**src/rtl/core/cfla_pkg.sv**
```systemverilog
package cfla_pkg;

  // Request opcodes
  localparam logic OP_ALLOC = 1'b0;
  localparam logic OP_FREE  = 1'b1;

  // Cell tags: zero is free, 1..TAG_LAST are live types
  localparam logic [2:0] TAG_FREE = 3'd0;
  localparam logic [2:0] TAG_LAST = 3'd3;

  typedef enum logic [2:0] {
    STATUS_OK           = 3'd0,
    STATUS_BAD_TYPE     = 3'd1,
    STATUS_EMPTY        = 3'd2,
    STATUS_RANGE        = 3'd3,
    STATUS_ALREADY_FREE = 3'd4
  } status_e;

  typedef enum logic [1:0] {
    S_CLEAR = 2'd0,
    S_IDLE  = 2'd1,
    S_EXEC  = 2'd2
  } ctrl_state_e;

  // Controller -> datapath
  typedef struct packed {
    logic sweep;   // write one reset entry, advance sweep counter
    logic accept;  // latch request, launch memory read
    logic commit;  // apply request, load result register
  } cmd_t;

  // Datapath -> controller
  typedef struct packed {
    logic sweep_last;
    logic out_ready;
  } sts_t;

endpackage

```
**src/rtl/core/cfla_ctrl.sv**
```systemverilog
module cfla_ctrl (
  input  logic          clk_i,
  input  logic          rst_ni,
  input  logic          in_valid_i,
  output logic          in_stall_o,
  input  cfla_pkg::sts_t sts_i,
  output cfla_pkg::cmd_t cmd_o
);

  cfla_pkg::ctrl_state_e state_q, state_d;

  always_ff @(posedge clk_i or negedge rst_ni) begin
    if (!rst_ni) begin
      state_q <= cfla_pkg::S_CLEAR;
    end else begin
      state_q <= state_d;
    end
  end

  always_comb begin
    state_d    = state_q;
    cmd_o      = '0;
    in_stall_o = 1'b1;
    case (state_q)
      cfla_pkg::S_CLEAR: begin
        cmd_o.sweep = 1'b1;
        if (sts_i.sweep_last) begin
          state_d = cfla_pkg::S_IDLE;
        end
      end
      cfla_pkg::S_IDLE: begin
        in_stall_o = 1'b0;
        if (in_valid_i) begin
          cmd_o.accept = 1'b1;
          state_d      = cfla_pkg::S_EXEC;
        end
      end
      cfla_pkg::S_EXEC: begin
        // hold here while the previous result is still pending
        if (sts_i.out_ready) begin
          cmd_o.commit = 1'b1;
          state_d      = cfla_pkg::S_IDLE;
        end
      end
      default: begin
        state_d = cfla_pkg::S_CLEAR;
      end
    endcase
  end

endmodule

```
**config.mk**
```make
export PLATFORM = sky130hd
export DESIGN_NAME = cfla_ctrl
export DESIGN_NICKNAME = d
export VERILOG_FILES = /design/src/rtl/core/cfla_pkg.sv /design/src/rtl/core/cfla_ctrl.sv
export SDC_FILE = /design/constraint.sdc
export NUM_CORES = 1
export LEC_CHECK = 0
export BUFFER_PORTS_ARGS = -buffer_cell sky130_fd_sc_hd__buf_2
export CORE_AREA = 2 2 39 41
export DETAILED_ROUTE_END_ITERATION = 8
export DIE_AREA = 0 0 41 43
export GPL_ROUTABILITY_DRIVEN = 1
export PLACE_DENSITY_LB_ADDON = 0.05
export SLEW_MARGIN = 20
export SYNTH_ARGS = -nofsm -noshare
export SYNTH_HDL_FRONTEND = slang
export SYNTH_SLANG_ARGS = --single-unit
```
**constraint.sdc**
```tcl
create_clock -name clk_i -period 1.6 [get_ports clk_i]
set_input_delay 0.32 -clock clk_i [delete_from_list [all_inputs] [get_ports clk_i]]
set_output_delay 0.32 -clock clk_i [all_outputs]
set_load 0.005 [all_outputs]
```
==> results.py, run 1 <==
metrics = {
    "status": {
        "outcome": "complete, no violations",
    },
    "drt": {
        "first_pass_iters": 2,
        "drcViolationCount": 0,
        "final_antenna_net_count": 0,
        "totalWireLength_um": 341,
        "post_drt_via_cell_ratio": 2.923,
        "vias": 114,
        "wl_per_cell_um": 8.744,
        "drt_iter0_markers": 3,
    },
    "pwr": {
        "power_density_nw_per_um2": 1716,
        "power.leakage_nw": 0.1011,
        "ir_worst_vdd_mv": 0.2206,
    },
    "place": {
        "dp.cells": 35,
        "place.gp.congestion": 0.6203,
        "io_buffers": 8,
    },
    "logic_synthesis": {
        "avgSynthCellArea_um2": 9.896,
        "yosysWarnings": 0,
        "seq_area_frac_synth": 0.4598,
        "ys_seq_elements": 2,
        "syn_area_um2": 108.9,
        "syn_nets": 16,
        "synth.distinct_cells": 9,
        "syn_inst": 11,
    },
    "worst_hold_path": {
        "worstHoldStart": "in_valid_i",
        "min_delay_path_depth": 2,
        "hold_class": "input pin to register",
        "whs_endpoint": "state_q[0]$_DFFE_PN0P_",
    },
    "worst_setup_path": {
        "reg2reg_from": "state_q[0]$_DFFE_PN0P_",
        "r2r_cells": 2,
        "slowest_stage": "dfrtp_1",
        "reg2reg_slack_ns": 0.63,
        "crit_buf_inv": 1,
        "path_cells": "and3b_1 > buf_2",
        "critical_path.top_delay_family": "flip-flops",
        "crit_path_max_incr_delay_ns": 0.43,
        "cp_data_required_time_ns": 1.28,
        "cp_data_arrival_time_ns": 1.00,
        "path_class": "register to output port",
        "crit_path_start_kind": "register",
        "reg2reg_to": "state_q[1]$_DFFE_PN0P_",
        "critPathMaxFanout": 6,
        "cp-end-kind": "output port",
    },
    "floorplanning": {
        "pin_count": 9,
        "core_area_um2": 1384,
        "die_y_um": 43,
        "die-area_um2": 1763,
        "die_w_um": 41,
        "rows": 14,
        "start_util": 0.07866,
    },
    "finish": {
        "reg.largest.list": "state_q: 2 flops",
        "drive_above_1_share": 0.5217,
        "nNetsFinal": 30,
        "n_antenna_cell": 0,
        "syn2layout_area_growth_pct": 85.06,
        "largest_register_ffs": 2,
        "max_flop_register": "state_q",
        "final_cells": 39,
    },
    "clock_tree": {
        "cts_tree": "done",
        "clock_sinks": 2,
        "cts_resized": 0,
        "cts_buffers": 3,
        "clk_pin_slew_worst_paths_ns": 0.03,
        "cts_root_buf": "clkbuf_4",
        "cts.htree.levels": 1,
        "cts.path.max_buffers": 2,
        "clkLatencyLatePin_ns": 0.22,
    },
    "timing": {
        "max_freq_ghz": 0.7585,
        "setup_violations": 0,
        "relSlewSlack": 0.8678,
        "worst-slew-pin-transition_ns": 0.1983,
        "rsz0062_at_grt": "no",
        "fin_tns_setup_ns": 0,
        "final_max_slew_viol_count": 0,
        "whs_ns": 0.3128,
        "timing.final.hold_violations": 0,
        "finalCritPeriodShare": 0.8240,
        "min_period_ns": 1.318,
        "skew_ns": 0.002979,
    },
    "global_routing": {
        "overflow": 0,
        "grt_pass1_vias": 152,
        "grt_usage": 0.05511,
        "antenna_found_initial": 0,
        "grt_max_degree": 7,
        "grt_pass1_wl_um": 558,
    },
    "flow_run": {
        "drv_cap": 0,
    },
}
==> cells by family (layout without fill, tap and decap cells) <==
family | Yosys count | after routing | share of synthesized area
DFF | 2 | 2 | 0.4598
muxes | 1 | 1 | 0.09196
and+or+nand+nor | 7 | 7 | 0.3909
buffers and inverters | 0 | 12 | 0
AOI/OAI and AO/OA | 1 | 1 | 0.05751
==> report_power, final <==
group	leakage (nW)	switching [mW]	internal [mW]
sequential	0.0252	0.0399	0.0746
combinational	0.0622	0.0458	0.0753
clock	0.0138	0.0274	0.0826
total	0.101	0.113	0.233
==> worst register-to-register path, cell delays in order (launching register included) <==
cell     delay (ns)
dfrtp_1        0.43
and3b_1        0.21
or2_1          0.21
==> synth_stat cells <==
master / count / share of area
o22ai_1: 1 / 0.058
and3b_1: 1 / 0.080
dfrtp_1: 2 / 0.46
mux2i_1: 1 / 0.092
or2_1: 1 / 0.058
nor2_1: 2 / 0.069
nand2_1: 1 / 0.034
nand2b_2: 1 / 0.080
nor3b_1: 1 / 0.069
==> area by class of cell <==
cell class,instances,area (µm²)
fill,163,1182
timing repair buffer,9,50.05
clock buffer,3,22.52
tap,16,20.02
sequential,2,50.05
multi-input combinational,9,58.81
==> worst max path at each step <==
stage,start,to,cells after the start,slack (ns)
after detailed placement,state_q[1]$_DFFE_PN0P_,cmd_o[1],2,0.50
after floorplan,state_q[1]$_DFFE_PN0P_,cmd_o[1],1,0.65
after CTS,state_q[1]$_DFFE_PN0P_,cmd_o[1],2,0.26
after global placement,state_q[1]$_DFFE_PN0P_,cmd_o[1],2,0.50
after global routing,state_q[1]$_DFFE_PN0P_,cmd_o[1],2,0.19
final,state_q[1]$_DFFE_PN0P_,cmd_o[1],2,0.28
==> per-stage QoR <==
stage,util,power [mW],area (µm²),setup slack [ns]
detailed placement,0.1221,0.2393,168.9,0.5019
global placement,0.1221,0.2423,168.9,0.4992
floorplan,-,0.1740,108.9,0.6468
global route,0.1456,0.3868,201.4,0.1905
CTS,0.1456,0.3580,201.4,0.2589
finish,0.1456,0.3456,201.4,0.2816
==> cells in the final DEF, fill, tap and decap left out <==
cell type / instances
nand2_1: 1
dlygate4sd3_1: 1
or2_1: 1
nand2b_2: 1
o22ai_1: 1
dfrtp_1: 2
buf_2: 8
mux2i_1: 1
clkbuf_4: 3
and3b_1: 1
nor3b_1: 1
nor2_1: 2
==> per-layer routing <==
metal	GRT usage	routed length (µm)
met1	0.06070	141
met2	0.05625	178
met3	0.01571	21
met4	0.1000	0
met5	0	0
==> what timing repair did <==
item	CTS	global route
buffers inserted	0	0
hold buffers	1	0
endpoints found under the hold margin	2	0
No activity file was read; power rests on OpenSTA's default activity.
==> inputs of run 2 (changes only) <==
==> constraint.sdc (replaced) <==
create_clock -name clk_i -period 1.1 [get_ports clk_i]
set_input_delay 0.22 -clock clk_i [delete_from_list [all_inputs] [get_ports clk_i]]
set_output_delay 0.22 -clock clk_i [all_outputs]
set_load 0.005 [all_outputs]
==> results.py, run 2 (same netlist as run 1, synthesis figures left out) <==
metrics = {
    "status": {
        "outcome": "complete, but fails checks",
        "failed_checks": "setup timing",
    },
    "flow_run": {
        "drv_cap": 0,
    },
    "timing": {
        "relSlewSlack": 0.9102,
        "setup_slack_ns": -0.1033,
        "timing.final.hold_violations": 0,
        "max_freq_ghz": 0.8310,
        "finalCritPeriodShare": 1.094,
        "fin_tns_setup_ns": -0.2396,
        "min_period_ns": 1.203,
        "setup_violations": 5,
        "whs_ns": 0.2028,
        "final_max_slew_viol_count": 0,
        "skew_ns": 0.0002565,
        "rsz0062_at_grt": "yes",
        "worst-slew-pin-transition_ns": 0.1310,
    },
    "worst_setup_path": {
        "r2r_cells": 5,
        "cp_data_required_time_ns": 0.88,
        "path_cells": "and3b_1 > buf_2",
        "cp_num_cells": 2,
        "path_class": "register to output port",
        "cp_data_arrival_time_ns": 0.98,
        "slowest_stage": "dfrtp_1",
        "crit_path_max_incr_delay_ns": 0.41,
        "crit_path_start_kind": "register",
        "critical_path.top_delay_family": "flip-flops",
        "critPathMaxFanout": 5,
        "crit_buf_inv": 1,
        "cp-end-kind": "output port",
    },
    "floorplanning": {
        "rows": 14,
        "die-area_um2": 1763,
        "die_w_um": 41,
        "core_area_um2": 1384,
        "die_y_um": 43,
        "start_util": 0.07866,
        "pin_count": 9,
    },
    "drt": {
        "wl_per_cell_um": 8.619,
        "post_drt_via_cell_ratio": 3.262,
        "final_antenna_net_count": 0,
        "totalWireLength_um": 362,
        "drt_iter0_markers": 6,
        "first_pass_iters": 2,
        "drcViolationCount": 0,
        "vias": 137,
    },
    "global_routing": {
        "overflow": 0,
        "antenna_found_initial": 0,
        "grt_usage": 0.06012,
        "grt_pass1_vias": 155,
        "grt_max_degree": 7,
        "grt_pass1_wl_um": 600,
    },
    "clock_tree": {
        "cts.htree.levels": 1,
        "clock_sinks": 2,
        "cts_buffers": 3,
        "cts_tree": "done",
        "clk_pin_slew_worst_paths_ns": 0.03,
        "cts_root_buf": "clkbuf_4",
        "cts.path.max_buffers": 2,
        "clkLatencyLatePin_ns": 0.23,
    },
    "finish": {
        "reg.largest.list": "state_q: 2 flops",
        "multi_input_area_um2": 58.81,
        "final_core_util": 0.1655,
        "syn2layout_area_growth_pct": 110.3,
        "largest_register_ffs": 2,
        "seqCellArea_um2": 51.30,
        "max_flop_register": "state_q",
        "nFillCells": 164,
        "nNetsFinal": 33,
        "final_common_cell": "buf_2",
        "n_antenna_cell": 0,
        "drive_above_1_share": 0.6154,
        "layout_common_cells": "buf_2 (8), clkbuf_4 (3), nor2_1 (2), buf_4 (2)",
    },
    "pwr": {
        "power_density_nw_per_um2": 2604,
        "finalPower_mw": 0.5963,
        "power.leakage_nw": 0.1157,
        "ir_worst_vdd_mv": 0.4956,
    },
    "place": {
        "place.gp.congestion": 0.5786,
        "post-place-ws_ns": 0.1110,
        "io_buffers": 8,
        "dp_hpwl_um": 251.8,
    },
    "worst_hold_path": {
        "min_delay_path_depth": 2,
        "hold_class": "input pin to register",
    },
}
## run 2: changes by cell type in the layout (fill, tap and decap cells not counted), sizes merged
cell,change
buf,+3
## run 2: power breakdown
part | switching, mW | internal (mW) | leakage, nW
logic | 0.0904 | 0.176 | 0.0779
registers | 0.0519 | 0.112 | 0.0241
clock network | 0.0449 | 0.121 | 0.0138
## run 2: worst register-to-register path, cell delays in order, from the launching register on
cell and delay [ns]:
dfrtp_1 0.41, buf_4 0.15, buf_6 0.10, buf_4 0.12, mux2i_1 0.14, o22ai_1 0.08
## run 2: per-layer routing
layer | part of all wire | routed length [µm] | GRT usage | vias to the layer above
met5 | 0 | 0 | 0 | -
met4 | 0.033 | 12 | 0.08000 | 0
met3 | 0.10 | 37 | 0.04712 | 2
met2 | 0.46 | 168 | 0.06875 | 9
met1 | 0.40 | 143 | 0.05431 | 58
li1 | - | - | - | 68
## run 2: through the flow
stage / cell area [µm²] / std cells
2_1_floorplan: 108.9 / 11
3_3_place_gp: 168.9 / 35
3_5_place_dp: 168.9 / 35
4_1_cts: 216.5 / 41
5_1_grt: 229.0 / 42
6_report: 229.0 / 42
## run 2: repair_timing
action                     in CTS  in global routing
hold endpoints to repair        2                  0
buffers inserted                2                  1
hold buffers                    1                  0
gates resized for setup         0                  2
setup endpoints to repair       4                  5
pin swaps                       1                  3
## run 2: final timing paths
check | from | slack, ns | end
setup / recovery | state_q[1]$_DFFE_PN0P_ | -0.10 | cmd_o[1]
max in group asynchronous | rst_ni | 0.69 | state_q[0]$_DFFE_PN0P_
setup reg to reg | state_q[1]$_DFFE_PN0P_ | -0.04 | state_q[0]$_DFFE_PN0P_
hold / removal | in_valid_i | 0.20 | state_q[0]$_DFFE_PN0P_
min in group asynchronous | rst_ni | 0.31 | state_q[0]$_DFFE_PN0P_
hold reg to reg | state_q[0]$_DFFE_PN0P_ | 0.54 | state_q[0]$_DFFE_PN0P_
## run 2: area by class of cell
cell class	count	share of cell area
Clock buffer	3	0.09836
Timing Repair Buffer	12	0.3333
Sequential cell	2	0.2240
Tap cell	16	0.08743
Multi-Input combinational cell	9	0.2568
==> inputs of run 3 (changes only) <==
==> constraint.sdc (replaced) <==
create_clock -name clk_i -period 1.3 [get_ports clk_i]
set_input_delay 0.26 -clock clk_i [delete_from_list [all_inputs] [get_ports clk_i]]
set_output_delay 0.26 -clock clk_i [all_outputs]
set_load 0.005 [all_outputs]
==> results.py, run 3 (same netlist as run 1, synthesis figures left out) <==
metrics = {
    "finish": {
        "drive_above_1_share": 0.5652,
        "final_cells": 39,
        "nFillCells": 165,
        "syn2layout_area_growth_pct": 86.21,
        "nNetsFinal": 30,
        "layout_common_cells": "buf_2 (8), clkbuf_4 (3), nor2_1 (2)",
        "reg.largest.list": "state_q: 2 flops",
        "n_antenna_cell": 0,
        "largest_register_ffs": 2,
        "max_flop_register": "state_q",
        "final_common_cell": "buf_2",
    },
    "pwr": {
        "p_int_mw": 0.2893,
        "ir_worst_vdd_mv": 0.4077,
        "power.share.switching": 0.3242,
        "p_comb_frac": 0.350,
        "power_frac_clock": 0.322,
        "power.leakage_nw": 0.09976,
        "seqPwrFrac": 0.327,
        "power_density_nw_per_um2": 2112,
        "p_switching_mw": 0.1387,
    },
    "worst_hold_path": {
        "min_delay_path_depth": 2,
        "hold_class": "input pin to register",
    },
    "floorplanning": {
        "die-area_um2": 1763,
        "core_area_um2": 1384,
        "start_util": 0.07866,
        "die_w_um": 41,
        "rows": 14,
        "die_y_um": 43,
        "pin_count": 9,
    },
    "clock_tree": {
        "clock_sinks": 2,
        "clk_pin_slew_worst_paths_ns": 0.03,
        "cts_root_buf": "clkbuf_4",
        "cts_buffers": 3,
        "clkLatencyLatePin_ns": 0.22,
        "cts_tree": "done",
        "cts.htree.levels": 1,
        "cts.path.max_buffers": 2,
    },
    "drt": {
        "first_pass_iters": 2,
        "vias": 122,
        "post_drt_via_cell_ratio": 3.128,
        "wl_per_cell_um": 8.359,
        "drt_iter0_markers": 6,
        "totalWireLength_um": 326,
        "final_antenna_net_count": 0,
        "drcViolationCount": 0,
    },
    "timing": {
        "whs_ns": 0.2490,
        "relSlewSlack": 0.8727,
        "finalCritPeriodShare": 0.9609,
        "final_max_slew_viol_count": 0,
        "max_freq_ghz": 0.8006,
        "worst-slew-pin-transition_ns": 0.1910,
        "rsz0062_at_grt": "no",
        "skew_ns": 0.0005766,
        "fin_tns_setup_ns": 0,
        "timing.final.hold_violations": 0,
        "min_period_ns": 1.249,
        "setup_violations": 0,
    },
    "worst_setup_path": {
        "cp_data_arrival_time_ns": 0.99,
        "path_class": "register to output port",
        "reg2reg_slack_ns": 0.32,
        "crit_path_start_kind": "register",
        "r2r_cells": 2,
        "cp-end-kind": "output port",
        "critPathMaxFanout": 6,
        "cp_data_required_time_ns": 1.04,
    },
    "global_routing": {
        "overflow": 0,
        "grt_max_degree": 7,
        "grt_usage": 0.05511,
        "grt_pass1_wl_um": 538,
        "antenna_found_initial": 0,
        "grt_pass1_vias": 137,
    },
    "place": {
        "io_buffers": 8,
        "dp_hpwl_um": 251.8,
        "dp.cells": 35,
        "place.gp.congestion": 0.5786,
    },
    "status": {
        "outcome": "complete, no violations",
    },
    "flow_run": {
        "drv_cap": 0,
    },
}
run 3: power by group through the flow:
stage | Clock, mW | Combinational (mW) | Sequential [mW]
2_1_floorplan | 0 | 0.0868 | 0.127
3_3_place_gp | 0 | 0.158 | 0.142
3_5_place_dp | 0 | 0.154 | 0.138
4_1_cts | 0.149 | 0.157 | 0.137
5_1_grt | 0.157 | 0.172 | 0.148
6_report | 0.138 | 0.150 | 0.140
run 3: critical path, stage by stage, from the launching register on:
cell and delay (ns):
dfrtp_2 0.42, and3b_1 0.23, buf_2 0.11
run 3: worst paths after layout:
path                                        startpoint                      to
worst max register to register  state_q[0]$_DFFE_PN0P_  state_q[1]$_DFFE_PN0P_
worst min-delay path                        in_valid_i  state_q[0]$_DFFE_PN0P_
worst max-delay path            state_q[1]$_DFFE_PN0P_                cmd_o[1]
max in group asynchronous                       rst_ni  state_q[1]$_DFFE_PN0P_
worst min register to register  state_q[0]$_DFFE_PN0P_  state_q[0]$_DFFE_PN0P_
min in group asynchronous                       rst_ni  state_q[0]$_DFFE_PN0P_
run 3: cell type report:
class	instances	area, µm²	share of cell area
multi-input cells	9	58.81	0.2901
flip-flops and latches	2	51.30	0.2531
repair buffers	9	50.05	0.2469
clock buffers	3	22.52	0.1111
well taps	16	20.02	0.09877
run 3: metal layers:
layer	global-route usage	share of wire
met3	0.04712	0.11
met2	0.05313	0.43
met1	0.05431	0.42
met4	0.08000	0.037
met5	0	0
run 3: stage by stage:
step                      area (µm²)  setup slack (ns)  power, mW    util
final                          202.7           0.05088     0.4280  0.1465
after global routing           202.7          0.002984     0.4770  0.1465
after CTS                      201.4           0.02114     0.4433  0.1456
after detailed placement       168.9            0.2710     0.2922  0.1221
after global placement         168.9            0.2662     0.3005  0.1221
after floorplan                108.9            0.3514     0.2142       -
run 3: what timing repair did:
| item | in CTS | in global routing |
|---|---|---|
| setup buffers | 0 | 0 |
| hold buffers | 1 | 0 |
| hold endpoints to repair | 2 | 0 |
| gates resized for setup | 0 | 1 |
| setup endpoints to repair | 0 | 2 |
